==> src/escf_pkg.sv <==
// Shared types, constants and the CRC helper for the escaped CRC frame builder.
package escf_pkg;

   localparam int MAX_PAYLOAD_DEF = 5;

   localparam logic [7:0]  MSG_ID     = 8'h02;
   localparam logic [7:0]  ESC_BYTE   = 8'h5C;
   localparam logic [7:0]  LEN_OFFSET = 8'd4;
   localparam logic [15:0] CRC_INIT   = 16'hFFFF;
   localparam logic [15:0] CRC_POLY   = 16'hA001;

   localparam logic [7:0] START_BYTE_RESET = 8'd126;
   localparam logic [7:0] END_BYTE_RESET   = 8'd127;

   // Configuration register indexes
   localparam int CSR_IDX_W = 1;
   localparam logic [CSR_IDX_W-1:0] CSR_START_BYTE = 1'b0;
   localparam logic [CSR_IDX_W-1:0] CSR_END_BYTE   = 1'b1;

   // Frame byte slots produced by one input transaction, in emit order
   localparam int NUM_SLOTS  = 10;
   localparam int SLOT_W     = $clog2(NUM_SLOTS);
   localparam int SLOT_START = 0;
   localparam int SLOT_LEN   = 1;
   localparam int SLOT_ID    = 2;
   localparam int SLOT_ESC_P = 3;
   localparam int SLOT_PB    = 4;
   localparam int SLOT_ESC_L = 5;
   localparam int SLOT_CRC_L = 6;
   localparam int SLOT_ESC_H = 7;
   localparam int SLOT_CRC_H = 8;
   localparam int SLOT_END   = 9;

   typedef struct packed {
      logic [7:0] payload_byte;
      logic [2:0] payload_length;
      logic       is_last;
   } req_type;

   typedef struct packed {
      logic [7:0] frame_byte;
      logic       end_of_frame;
   } rsp_type;

   typedef struct packed {
      logic [NUM_SLOTS-1:0]       mask;
      logic [NUM_SLOTS-1:0][7:0] bytes;
   } burst_type;

   // CRC-16/MODBUS update by one byte, reflected
   function automatic logic [15:0] crc_feed(input logic [15:0] crc, input logic [7:0] b);
      logic [15:0] c;
      c = crc ^ {8'h00, b};
      for (int k = 0; k < 8; k++) begin
         c = c[0] ? ((c >> 1) ^ CRC_POLY) : (c >> 1);
      end
      return c;
   endfunction

endpackage

==> src/escf_builder.sv <==
// Input register, frame state and per-transaction frame byte slot builder.
module escf_builder #(
   parameter int MAX_PAYLOAD = escf_pkg::MAX_PAYLOAD_DEF
) (
   input  logic                clock,
   input  logic                reset,
   input  logic                req_valid,
   output logic                req_ready,
   input  escf_pkg::req_type   req_item,
   input  logic [7:0]          start_byte,
   input  logic [7:0]          end_byte,
   output logic                burst_valid,
   input  logic                burst_ready,
   output escf_pkg::burst_type burst
);
   import escf_pkg::*;

   localparam int CNT_W = $clog2(MAX_PAYLOAD + 1);

   logic             in_valid_ff, in_valid_in;
   req_type          in_item_ff, in_item_in;
   logic             in_frame_ff, in_frame_in;
   logic [15:0]      crc_ff, crc_in;
   logic [CNT_W-1:0] hdr_len_ff, hdr_len_in;
   logic [CNT_W-1:0] count_ff, count_in;

   logic             load;
   logic             first;
   logic [7:0]       plen8, max8, plen_sat8, len_byte;
   logic [CNT_W-1:0] hdr_eff, cnt_base, cnt_inc, cnt_after;
   logic             has_pb, last;
   logic [15:0]      crc_base, crc_new;
   logic [7:0]       pb;

   assign burst_valid = in_valid_ff;
   assign load        = in_valid_ff && burst_ready;
   assign req_ready   = !in_valid_ff || load;

   always_comb begin
      pb        = in_item_ff.payload_byte;
      first     = !in_frame_ff;
      plen8     = {5'b0, in_item_ff.payload_length};
      max8      = 8'(MAX_PAYLOAD);
      plen_sat8 = (plen8 > max8) ? max8 : plen8;
      len_byte  = plen_sat8 + LEN_OFFSET;
      hdr_eff   = first ? plen_sat8[CNT_W-1:0] : hdr_len_ff;
      has_pb    = (hdr_eff != '0);
      // header CRC depends only on the saturated length
      crc_base  = first ? crc_feed(crc_feed(CRC_INIT, len_byte), MSG_ID) : crc_ff;
      crc_new   = has_pb ? crc_feed(crc_base, pb) : crc_base;
      cnt_base  = first ? '0 : count_ff;
      cnt_inc   = cnt_base + CNT_W'(1);
      cnt_after = has_pb ? cnt_inc : cnt_base;
      last      = in_item_ff.is_last || (first && (plen_sat8 == 8'd0)) ||
                  (has_pb && (cnt_inc >= hdr_eff));

      burst.mask  = '0;
      burst.bytes = '0;
      burst.mask[SLOT_START]  = first;
      burst.mask[SLOT_LEN]    = first;
      burst.mask[SLOT_ID]     = first;
      burst.mask[SLOT_ESC_P]  = has_pb && ((pb == start_byte) || (pb == end_byte));
      burst.mask[SLOT_PB]     = has_pb;
      burst.mask[SLOT_ESC_L]  = last && ((crc_new[7:0] == start_byte) ||
                                         (crc_new[7:0] == end_byte));
      burst.mask[SLOT_CRC_L]  = last;
      burst.mask[SLOT_ESC_H]  = last && ((crc_new[15:8] == start_byte) ||
                                         (crc_new[15:8] == end_byte));
      burst.mask[SLOT_CRC_H]  = last;
      burst.mask[SLOT_END]    = last;
      burst.bytes[SLOT_START] = start_byte;
      burst.bytes[SLOT_LEN]   = len_byte;
      burst.bytes[SLOT_ID]    = MSG_ID;
      burst.bytes[SLOT_ESC_P] = ESC_BYTE;
      burst.bytes[SLOT_PB]    = pb;
      burst.bytes[SLOT_ESC_L] = ESC_BYTE;
      burst.bytes[SLOT_CRC_L] = crc_new[7:0];
      burst.bytes[SLOT_ESC_H] = ESC_BYTE;
      burst.bytes[SLOT_CRC_H] = crc_new[15:8];
      burst.bytes[SLOT_END]   = end_byte;
   end

   always_comb begin
      in_valid_in = in_valid_ff;
      in_item_in  = in_item_ff;
      in_frame_in = in_frame_ff;
      crc_in      = crc_ff;
      hdr_len_in  = hdr_len_ff;
      count_in    = count_ff;
      if (load) begin
         in_valid_in = 1'b0;
      end
      if (req_valid && req_ready) begin
         in_valid_in = 1'b1;
         in_item_in  = req_item;
      end
      if (load) begin
         if (last) begin
            // close the frame
            in_frame_in = 1'b0;
            crc_in      = CRC_INIT;
            hdr_len_in  = '0;
            count_in    = '0;
         end else begin
            in_frame_in = 1'b1;
            crc_in      = crc_new;
            hdr_len_in  = hdr_eff;
            count_in    = cnt_after;
         end
      end
   end

   always_ff @(posedge clock) begin
      if (reset) begin
         in_valid_ff <= 1'b0;
         in_frame_ff <= 1'b0;
         crc_ff      <= CRC_INIT;
         hdr_len_ff  <= '0;
         count_ff    <= '0;
      end else begin
         in_valid_ff <= in_valid_in;
         in_frame_ff <= in_frame_in;
         crc_ff      <= crc_in;
         hdr_len_ff  <= hdr_len_in;
         count_ff    <= count_in;
      end
   end

   always_ff @(posedge clock) begin
      in_item_ff <= in_item_in;
   end

   a_closed_clear : assert property (@(posedge clock) disable iff (reset)
      !in_frame_ff |-> (hdr_len_ff == '0) && (count_ff == '0) && (crc_ff == CRC_INIT))
      else $error("closed frame state not cleared");

   a_open_count : assert property (@(posedge clock) disable iff (reset)
      in_frame_ff |-> (count_ff < hdr_len_ff))
      else $error("open frame count reached its length");

   a_header_once : assert property (@(posedge clock) disable iff (reset)
      in_valid_ff |-> (burst.mask[SLOT_START] == !in_frame_ff))
      else $error("header slot out of step with frame state");

endmodule

==> src/escf_serializer.sv <==
// Slot register and output byte register: emits the present slots in order.
module escf_serializer (
   input  logic                clock,
   input  logic                reset,
   input  logic                burst_valid,
   output logic                burst_ready,
   input  escf_pkg::burst_type burst,
   output logic                rsp_valid,
   input  logic                rsp_ready,
   output escf_pkg::rsp_type   rsp_item
);
   import escf_pkg::*;

   logic                 slots_valid_ff, slots_valid_in;
   burst_type            slots_ff, slots_in;
   logic                 rsp_valid_ff, rsp_valid_in;
   rsp_type              rsp_ff, rsp_in;

   logic                 rsp_free, step, slots_done;
   logic [SLOT_W-1:0]    pick_idx;
   logic [NUM_SLOTS-1:0] pick_oh, mask_rest;

   assign rsp_free    = !rsp_valid_ff || rsp_ready;
   assign step        = slots_valid_ff && rsp_free;
   assign pick_oh     = slots_ff.mask & (~slots_ff.mask + NUM_SLOTS'(1));
   assign mask_rest   = slots_ff.mask & ~pick_oh;
   assign slots_done  = step && (mask_rest == '0);
   assign burst_ready = !slots_valid_ff || slots_done;
   assign rsp_valid   = rsp_valid_ff;
   assign rsp_item    = rsp_ff;

   always_comb begin
      pick_idx = '0;
      for (int i = NUM_SLOTS - 1; i >= 0; i--) begin
         if (slots_ff.mask[i]) begin
            pick_idx = SLOT_W'(i);
         end
      end
   end

   always_comb begin
      slots_valid_in = slots_valid_ff;
      slots_in       = slots_ff;
      rsp_valid_in   = rsp_valid_ff;
      rsp_in         = rsp_ff;
      if (rsp_valid_ff && rsp_ready) begin
         rsp_valid_in = 1'b0;
      end
      if (step) begin
         rsp_valid_in          = 1'b1;
         rsp_in.frame_byte     = slots_ff.bytes[pick_idx];
         rsp_in.end_of_frame   = pick_oh[SLOT_END];
         slots_in.mask         = mask_rest;
         if (slots_done) begin
            slots_valid_in = 1'b0;
         end
      end
      // refill in the cycle the last slot moves out
      if (burst_valid && burst_ready) begin
         slots_valid_in = 1'b1;
         slots_in       = burst;
      end
   end

   always_ff @(posedge clock) begin
      if (reset) begin
         slots_valid_ff <= 1'b0;
         rsp_valid_ff   <= 1'b0;
      end else begin
         slots_valid_ff <= slots_valid_in;
         rsp_valid_ff   <= rsp_valid_in;
      end
   end

   always_ff @(posedge clock) begin
      slots_ff <= slots_in;
      rsp_ff   <= rsp_in;
   end

   a_slots_nonempty : assert property (@(posedge clock) disable iff (reset)
      slots_valid_ff |-> (slots_ff.mask != '0))
      else $error("held slot group has no byte left");

   a_step_fills_out : assert property (@(posedge clock) disable iff (reset)
      step |=> rsp_valid_ff)
      else $error("emitted byte did not reach the output register");

   a_one_per_step : assert property (@(posedge clock) disable iff (reset)
      (step && !slots_done) |=>
         slots_valid_ff && ($countones(slots_ff.mask) ==
                            $past($countones(slots_ff.mask)) - 1))
      else $error("slot mask did not drop exactly one byte");

endmodule

==> src/escaped_crc_frame_builder_core.sv <==
// Top level of the escaped CRC frame builder: marker registers and datapath.
//
//  channel  | ports                              | moves
//  ---------+------------------------------------+----------------------------------
//  request  | req_valid, req_ready, req_item     | one payload transaction
//  response | rsp_valid, rsp_ready, rsp_item     | one frame byte per transaction
//  config   | csr_wr_en, csr_index, csr_wr_data  | start / end marker write
//
// Each request transaction yields 1 to 10 frame bytes; the block emits one
// frame byte per cycle through its single output byte register, while the
// response is not stalled.
// The first byte of a request passes the input, slot and output byte registers in turn.
// Reset is synchronous: frame closed, CRC at 0xFFFF, markers at defaults.
// A stalled response holds its byte; further requests wait in the input register.
module escaped_crc_frame_builder_core #(
   parameter int MAX_PAYLOAD = escf_pkg::MAX_PAYLOAD_DEF
) (
   input  logic                              clock,
   input  logic                              reset,
   input  logic                              req_valid,
   output logic                              req_ready,
   input  escf_pkg::req_type                 req_item,
   output logic                              rsp_valid,
   input  logic                              rsp_ready,
   output escf_pkg::rsp_type                 rsp_item,
   input  logic                              csr_wr_en,
   input  logic [escf_pkg::CSR_IDX_W-1:0]    csr_index,
   input  logic [7:0]                        csr_wr_data
);
   import escf_pkg::*;

   logic [7:0] start_byte_ff, start_byte_in;
   logic [7:0] end_byte_ff, end_byte_in;

   logic      burst_valid, burst_ready;
   burst_type burst;

   always_comb begin
      start_byte_in = start_byte_ff;
      end_byte_in   = end_byte_ff;
      if (csr_wr_en) begin
         unique case (csr_index)
            CSR_START_BYTE: start_byte_in = csr_wr_data;
            CSR_END_BYTE:   end_byte_in   = csr_wr_data;
         endcase
      end
   end

   always_ff @(posedge clock) begin
      if (reset) begin
         start_byte_ff <= START_BYTE_RESET;
         end_byte_ff   <= END_BYTE_RESET;
      end else begin
         start_byte_ff <= start_byte_in;
         end_byte_ff   <= end_byte_in;
      end
   end

   escf_builder #(
      .MAX_PAYLOAD(MAX_PAYLOAD)
   ) u_builder (
      .clock       (clock),
      .reset       (reset),
      .req_valid   (req_valid),
      .req_ready   (req_ready),
      .req_item    (req_item),
      .start_byte  (start_byte_ff),
      .end_byte    (end_byte_ff),
      .burst_valid (burst_valid),
      .burst_ready (burst_ready),
      .burst       (burst)
   );

   escf_serializer u_serializer (
      .clock       (clock),
      .reset       (reset),
      .burst_valid (burst_valid),
      .burst_ready (burst_ready),
      .burst       (burst),
      .rsp_valid   (rsp_valid),
      .rsp_ready   (rsp_ready),
      .rsp_item    (rsp_item)
   );

endmodule
==> config.mk <==
export PLATFORM = sky130hd
export DESIGN_NAME = escaped_crc_frame_builder_core
export DESIGN_NICKNAME = d
export VERILOG_FILES = /design/src/escf_pkg.sv /design/src/escf_builder.sv /design/src/escf_serializer.sv /design/src/escaped_crc_frame_builder_core.sv
export SDC_FILE = /design/constraint.sdc
export NUM_CORES = 1
export LEC_CHECK = 0
export ABC_CLOCK_PERIOD_IN_PS = 4500
export BUFFER_PORTS_ARGS = -buffer_cell sky130_fd_sc_hd__buf_2
export CORE_ASPECT_RATIO = 1.4
export CORE_MARGIN = 3
export CORE_UTILIZATION = 25
export DETAILED_ROUTE_END_ITERATION = 10
export SYNTH_ARGS = -nofsm -noshare
export SYNTH_HDL_FRONTEND = slang
export SYNTH_HIERARCHICAL = 1
export SYNTH_SLANG_ARGS = --single-unit
==> constraint.sdc <==
create_clock -name clock -period 4.5 [get_ports clock]
set_input_delay 0.9 -clock clock [delete_from_list [all_inputs] [get_ports clock]]
set_output_delay 0.9 -clock clock [all_outputs]
set_load 0.1 [all_outputs]
# [Word level (Yosys, flattened, before mapping)]
# Index checks and enable logic that the tools add are counted.
[classes] n_reduce_logical=32 addsub=3 muxes=55 n_eq_ne=6 n_lt_le_gt_ge=3 bitwise=32
[op_table] cell="16-bit 2-to-1 mux" count=27
[op_table] cell="90-bit 2-to-1 mux" count=1
[op_table] cell="2-bit NOT with 3-bit output" count=24
[op_table] cell="8-bit equality test" count=6
[op_table] cell="4-bit 2-to-1 mux" count=10
[op_table] cell="8-bit binary-select mux with 4-bit select" count=1
[op_table] cell="10-bit bitwise AND" count=2
[op_table] cell="10-bit NOT" count=2
[op_table] cell="3-bit 2-to-1 mux" count=6
[op_table] cell="8-bit NOT with 16-bit output" count=1
[op_table] cell="16-bit by 8-bit XOR with 16-bit output" count=1
[op_table] cell="10-bit by 1-bit adder with 10-bit output, second input constant" count=1
[op_table] cell="1-bit logical AND" count=10
[op_table] cell="10-bit zero test" count=1
[op_table] cell="10-bit 2-to-1 mux" count=1
[op_table] cell="8-bit by 3-bit adder with 8-bit output, second input constant" count=1
[op_table] cell="8-bit zero test" count=1
[op_table] cell="1-bit logical OR" count=8
[op_table] cell="1-bit 2-to-1 mux" count=8
[op_table] cell="8-bit 2-to-1 mux" count=1
[op_table] cell="2-bit nonzero test" count=4
[op_table] cell="2-bit AND reduction" count=3
[op_table] cell="4-bit by 5-bit less-than comparator with 1-bit output, second input constant" count=1
[op_table] cell="1-bit zero test" count=4
[op_table] cell="other kinds (5)" count=6
[word_totals] out_inout_bits=11 regBits=121 word_cells=152

# [Logic depth before layout (Yosys ltp)]
[logic_depth] ltp_word=60 mapped_depth=15

# [Modules after synthesis]
# Netlist, hierarchy kept.
[modules_own_cells] mod="escf_serializer" seq_area_each_um2=3012.9 area_per_inst_um2=4296.6 n_inst=1 cells_per_inst=261
[modules_own_cells] mod="escf_builder" seq_area_each_um2=840.8 area_per_inst_um2=3452.1 n_inst=1 cells_per_inst=424
[modules_own_cells] mod="escaped_crc_frame_builder_core" seq_area_each_um2=320.3 area_per_inst_um2=635.6 n_inst=1 cells_per_inst=65

# [Least setup slack after synthesis]
# OpenSTA, ideal clock, no wires.
[synth_path] kind="in2reg" startpoint="input port rsp_ready" endpoint="register u_serializer/slots_ff[0] (netlist bit), enable pin" path_stages=6 setup_time_ps=434 t_arrival_ps=3519 slack_ps=547 path_cell_list="nand2b_1 > and2_1 > a31oi_2 > a31oi_4 > nand2_4 > inv_1"
[synth_between] elab_chain_cells=5
[synth_lines] item="start: declaration" line="escaped_crc_frame_builder_core.sv:24" source="input logic rsp_ready,"
[synth_lines] item="1-bit logical OR" line="escf_serializer.sv:23" source="assign rsp_free = !rsp_valid_ff || rsp_ready;"
[synth_lines] item="1-bit logical AND" line="escf_serializer.sv:24" source="assign step = slots_valid_ff && rsp_free;"
[synth_lines] item="1-bit logical AND" line="escf_serializer.sv:27" source="assign slots_done = step && (mask_rest == '0);"
[synth_lines] item="1-bit logical OR" line="escf_serializer.sv:28" source="assign burst_ready = !slots_valid_ff || slots_done;"
[synth_lines] item="net burst_ready" line="escaped_crc_frame_builder_core.sv:35" source="logic burst_valid, burst_ready;"
[synth_lines] item="1-bit logical AND" line="escf_serializer.sv:59" source="if (burst_valid && burst_ready) begin"
[synth_lines] item="end signal: assignment" line="escf_serializer.sv:76" source="slots_ff <= slots_in;"
[synth_lines] item="end: declaration" line="escf_serializer.sv:15" source="burst_type slots_ff, slots_in;"
# The timed path passes the listed nets, and every way through them passes these cells.
# A chain may end at the register's enable or synchronous reset.

# [Worst setup path in the final report]
[layout_path] startpoint="register u_serializer/slots_ff[84] (netlist bit)" endpoint="output port req_ready"
[layout_between] elab_chain_cells=10
[layout_lines] item="10-bit NOT" line="escf_serializer.sv:25" source="assign pick_oh = slots_ff.mask & (~slots_ff.mask + NUM_SLOTS'(1));"
[layout_lines] item="10-bit by 1-bit adder with 10-bit output" line="escf_serializer.sv:25"
[layout_lines] item="10-bit bitwise AND" line="escf_serializer.sv:25"
[layout_lines] item="10-bit NOT" line="escf_serializer.sv:26" source="assign mask_rest = slots_ff.mask & ~pick_oh;"
[layout_lines] item="10-bit bitwise AND (*)" line="escf_serializer.sv:26"
[layout_lines] item="10-bit zero test (*)" line="escf_serializer.sv:27"
[layout_lines] item="1-bit logical AND (*)" line="escf_serializer.sv:27"
[layout_lines] item="1-bit logical OR (*)" line="escf_serializer.sv:28"
[layout_lines] item="net burst_ready" line="escaped_crc_frame_builder_core.sv:35"
[layout_lines] item="1-bit logical AND (*)" line="escf_builder.sv:36" source="assign load = in_valid_ff && burst_ready;"
[layout_lines] item="1-bit logical OR (*)" line="escf_builder.sv:37" source="assign req_ready = !in_valid_ff || load;"
[layout_lines] item="end: declaration" line="escaped_crc_frame_builder_core.sv:21" source="output logic req_ready,"
# Mark *: on every way through the listed nets, which the timed path passes. The rest lies on a longest branch.

==> results list <==
- 37 I/O pins were placed.
- Avg Cell Area, Syn: 11.2 sq um
- The H-tree generated during clock tree synthesis spans 4 levels.
- At the end of the flow, the number of nets in the layout was 774.
* Root Driver: sky130_fd_sc_hd__clkbuf_16
- Clock period minus worst slack: 3900 ps
* Vias after detailed routing: between 5000 and 6000
- Maximum fanout along the worst path: 12
* Combinational group share of total power: 24.9%
- Switching power: between 1 and 1.5 mW
- For this run, the top clock speed supported by timing is 256 MHz.
* Share of the core filled with cells: 28.2%
- Routed vias/inst: around 4.5
- Final Hold Vio Count: 0
* # clock sinks: 153
- For this configuration, the core starts out at a cell density of 25.6%.
- The startpoint identified for the worst register-to-register timing path is u_serializer/slots_ff[84].
- Net switching is approximately a third of the power.
- Power density over the cells: about 460 nW/um^2
- The detail route stage leaves a number of antenna-violating nets equal to 0.
- Standard cell core area: 32700 sq um
- Combined area of all synthesized cells: 8380 sq um
- For the worst flop-to-flop path, the logic depth is 7.
* Cell count along the critical path: 6
- Internal power comes to 2.93 mW.
- FILL cells: 3383
- Die Span X: 161 microns
- Across all hold checks on the routed design, the worst slack comes to roughly 450 ps.
- From bottom edge to top edge, the die measures approximately 220 microns.
* Tightest Pin Transition: 1190 ps
- The final-report max-slew violation count is 0.
* Placement row count: 78
- The startpoint identified for the worst hold timing path is u_builder/count_ff[1].
- Summed over all nets, the half-perimeter wirelength after detailed placement is ~15000 microns.
- Total track usage: 11.5%
- The cell count after synthesis came out at 750.
- Entering global routing, the biggest net connects 55 pins.
- The initial antenna violation count came to 0.
- Area Overhead vs Synth: 9.86%
* Hold Crit Depth: 2
- After clock tree synthesis, the flow added hold-fix buffers numbering 0.
- Overall overflow remaining after global route: 0
- Area enclosed by the die boundary: 35800 sq um
- Library cell contributing the largest single delay on the critical path: sky130_fd_sc_hd__or4_1
- Yosys cell types: 76
* Post-CTS setup buffers: 0
- With fillers left out, the area of the finished cells amounts to 9210 sq um.
* Most frequently used flop master after synthesis: sky130_fd_sc_hd__edfxtp_1
- Antenna diode count: 0
- Prior to clock tree synthesis, the placed netlist has a worst setup slack of approximately 1100 ps.
- Setup ws final: ~600 ps
- The clock arrives with between 7 and 8 ps of skew.
- Register-to-Register Setup Slack: 1130 ps
- Buf+Inv Stages, Crit Path: 1
- Routability-driven placement finished with a final weighted congestion of about 0.87.
- The first global-routing pass estimated roughly 32000 microns of wire.
- Required time of the worst setup path: about 3600 ps
* Post-cts sizing count: 0
* Portion of the post-synthesis area used by sequential elements: 49.8%
* Vias in the first global route: 5407
* Worst vdd rail ir drop: 0.000271 V
- Fraction of layout cells with a size suffix above 1: 18.2%
* TritonRoute pass-1 iters: 4
- The kind of cell with the highest combined delay along the critical path is simple AND/OR/NAND/NOR gates.
* FF+latch count, synth: approximately 150
- The min-delay analysis places its worst path in the category reg2reg.
- Setup repair after global routing left no endpoint under its margin.
* Capturing element type of the critical path: output port
- Aggregate routed wire length: 20200 microns
- Number of DRC markers in iteration 0: between 300 and 400
* Leak pwr: ~3.3 nW
- Number of enable-type register cells in the synthesized netlist: 111
- Critical path's largest stage delay: roughly 670 ps
- Bufs on Longest Clock Path: 2
- Average wire per cell in the routed design: 16.9 microns
* TritonCTS clock tree: done
* Portion of total power attributed to sequential cells: approximately two fifths
* Chain of cells forming the critical path: or4_1 -> o31ai_4 -> a31oi_2 -> a31oi_4 -> nand2b_1 -> buf_2
- Once placement finished, the instance area stood at around 8600 sq um.
- The critical path is of the reg2out type.
- Data on the critical path arrives at its endpoint at about 3000 ps.
- STA classifies the critical path startpoint as a flip-flop.
* Number of buffers inserted by port buffering: 36
- The clock network burns 33.3% of the power.
* Final-report setup violation count: 0
- Worst skew pair latency: 430 ps
* Clock buffers created by TritonCTS: 17
- During synthesis, Yosys emitted a total of 6 warnings.
- Worst slew slack as a fraction of its limit: 20.9%
* Hold endpoint: u_builder/count_ff[1]
* Result of the run: complete, no violations
* Max-cap check violation count: 0
* Fin Setup TNS: 0 ps
- Clock-pin slew was measured on the worst setup and hold paths at 60 ps.
- Residual DRC: 0
- Proportion of register bits with asynchronous set or reset after synthesis: 0%
- Period utilisation layout: around 87%
- Critical R2R Capture: u_serializer/slots_ff[2]
## kinds of logic after synthesis
kind of cell	share of synthesized area (%)
AOI/OAI and AO/OA	12.8
xor gates and xnor gates	8.12
adders and majority gates	0.716
other	0.0896
buffers and inverters	9.52
and+or+nand+nor	11.7
muxes	7.30
DFF	49.8
## synth_stat cells (3+ instances only)
library cell	instances	area, sq um
sky130_fd_sc_hd__mux2i_1	36	360
sky130_fd_sc_hd__and2_1	7	43.8
sky130_fd_sc_hd__ha_1	4	50.1
sky130_fd_sc_hd__a21boi_0	3	22.5
sky130_fd_sc_hd__and3_2	6	45.0
sky130_fd_sc_hd__a22oi_1	6	45.0
sky130_fd_sc_hd__o22ai_1	6	37.5
sky130_fd_sc_hd__o21a_1	7	52.6
sky130_fd_sc_hd__o21ai_0	15	75.1
sky130_fd_sc_hd__xnor2_2	5	81.3
sky130_fd_sc_hd__a221oi_1	8	70.1
sky130_fd_sc_hd__nand3_1	30	150
sky130_fd_sc_hd__inv_1	18	67.6
sky130_fd_sc_hd__nor3_1	20	100
sky130_fd_sc_hd__buf_6	6	67.6
sky130_fd_sc_hd__nor2b_1	3	18.8
sky130_fd_sc_hd__edfxtp_1	111	3330
sky130_fd_sc_hd__nand2_1	32	120
sky130_fd_sc_hd__or2_2	3	18.8
sky130_fd_sc_hd__buf_2	7	35.0
sky130_fd_sc_hd__clkbuf_1	14	52.6
sky130_fd_sc_hd__a21oi_1	42	210
sky130_fd_sc_hd__dfxtp_1	42	841
sky130_fd_sc_hd__and3_1	3	18.8
sky130_fd_sc_hd__nand2b_1	18	113
sky130_fd_sc_hd__nor2_1	49	184
sky130_fd_sc_hd__a31o_2	5	43.8
sky130_fd_sc_hd__mux2_2	17	191
sky130_fd_sc_hd__o21bai_1	8	60.1
sky130_fd_sc_hd__buf_4	71	533
sky130_fd_sc_hd__buf_1	6	22.5
sky130_fd_sc_hd__nor4_1	5	31.3
sky130_fd_sc_hd__xor2_1	30	263
sky130_fd_sc_hd__a211oi_1	14	105
sky130_fd_sc_hd__o31ai_1	5	37.5
sky130_fd_sc_hd__a21o_1	3	22.5
sky130_fd_sc_hd__mux2_4	4	60.1
sky130_fd_sc_hd__xnor2_1	33	289
## how the worst max path moves through the flow
stage / startpoint / to / slack [ps]
after floorplan: rsp_ready / u_serializer/slots_ff[0] / 550
after global placement: u_serializer/slots_ff[84] / req_ready / 1090
after detailed placement: u_serializer/slots_ff[84] / req_ready / 1050
after CTS: u_serializer/slots_ff[84] / req_ready / 570
after global routing: u_serializer/slots_ff[84] / req_ready / 420
final: u_serializer/slots_ff[84] / req_ready / 600
## power groups by stage
stage	Clock [mW]	Combinational [mW]	Sequential, mW
after detailed placement	0	1.07	1.82
after floorplan	0	0.791	1.88
after CTS	1.46	1.07	1.79
after global placement	0	1.05	1.82
after global routing	1.52	1.15	1.80
final	1.42	1.06	1.79
## metrics by stage
| step | std cells | power, mW |
|---|---|---|
| after CTS | 1197 | 4.32 |
| after floorplan | 784 | 2.67 |
| after global routing | 1197 | 4.47 |
| after detailed placement | 1165 | 2.89 |
| after global placement | 1165 | 2.87 |
| final | 1197 | 4.28 |
## worst register-to-register path, cell delays in order (launching register included)
cell and delay [ps]:
sky130_fd_sc_hd__edfxtp_1 540, sky130_fd_sc_hd__or4_1 670, sky130_fd_sc_hd__o31ai_4 260, sky130_fd_sc_hd__a31oi_2 150, sky130_fd_sc_hd__a31oi_4 330, sky130_fd_sc_hd__nand2_4 170, sky130_fd_sc_hd__inv_2 540, sky130_fd_sc_hd__buf_12 360
## cell usage in the layout, fill, tap and decap left out, types with 4 or more instances in the layout
cell,count
sky130_fd_sc_hd__o21bai_1,8
sky130_fd_sc_hd__buf_2,36
sky130_fd_sc_hd__a21oi_1,42
sky130_fd_sc_hd__conb_1,36
sky130_fd_sc_hd__o22ai_1,6
sky130_fd_sc_hd__nand2b_1,18
sky130_fd_sc_hd__and2_1,7
sky130_fd_sc_hd__a221oi_1,8
sky130_fd_sc_hd__clkbuf_16,17
sky130_fd_sc_hd__xnor2_2,5
sky130_fd_sc_hd__xnor2_1,33
sky130_fd_sc_hd__nor4_1,5
sky130_fd_sc_hd__nor3_1,20
sky130_fd_sc_hd__nand3_1,30
sky130_fd_sc_hd__a31o_2,5
sky130_fd_sc_hd__buf_4,10
sky130_fd_sc_hd__o21ai_0,15
sky130_fd_sc_hd__edfxtp_1,111
sky130_fd_sc_hd__nor2_1,49
sky130_fd_sc_hd__nand2_1,32
sky130_fd_sc_hd__dfxtp_1,42
sky130_fd_sc_hd__xor2_1,30
sky130_fd_sc_hd__mux2_4,4
sky130_fd_sc_hd__mux2_2,17
sky130_fd_sc_hd__ha_1,4
sky130_fd_sc_hd__a22oi_1,6
sky130_fd_sc_hd__inv_1,17
sky130_fd_sc_hd__mux2i_1,36
sky130_fd_sc_hd__o21a_1,7
sky130_fd_sc_hd__and3_2,6
sky130_fd_sc_hd__o31ai_1,4
sky130_fd_sc_hd__a211oi_1,14
sky130_fd_sc_hd__clkinv_2,4
## layout make-up
type / count / area [sq um] / area share, %
clock buffers: 21 / 470 / 5.11
clock inverters: 11 / 120 / 1.30
inverters: 18 / 67.6 / 0.733
multi-input cells: 507 / 3550 / 38.6
flip-flops and latches: 153 / 4170 / 45.3
well taps: 440 / 551 / 5.98
repair buffers: 47 / 275 / 2.99
## state kept, by name, summed over array words and instances, names as in the netlist
signal and count:
u_builder/crc_ff 16, u_serializer/slots_ff 90, u_builder/burst_valid 1, u_builder/in_item_ff 4, u_serializer/rsp_valid 1, u_builder/pb 8
u_serializer/slots_valid_ff 1, u_builder/in_frame_ff 1, u_serializer/rsp_item 9, u_builder/hdr_len_ff 3, u_builder/count_ff 3, start_byte_ff 8
end_byte_ff 8
## metal layers
layer	part of all wire [%]	wire (microns)	track usage, %	vias to the layer above
met5	0	0	0	-
met4	3.8	761	5.80	0
met3	3.3	669	2.11	43
met2	54	10800	20.7	133
met1	39	7960	12.9	2642
li1	-	-	-	2607
Note: power is estimated with default switching activity, not from simulation.
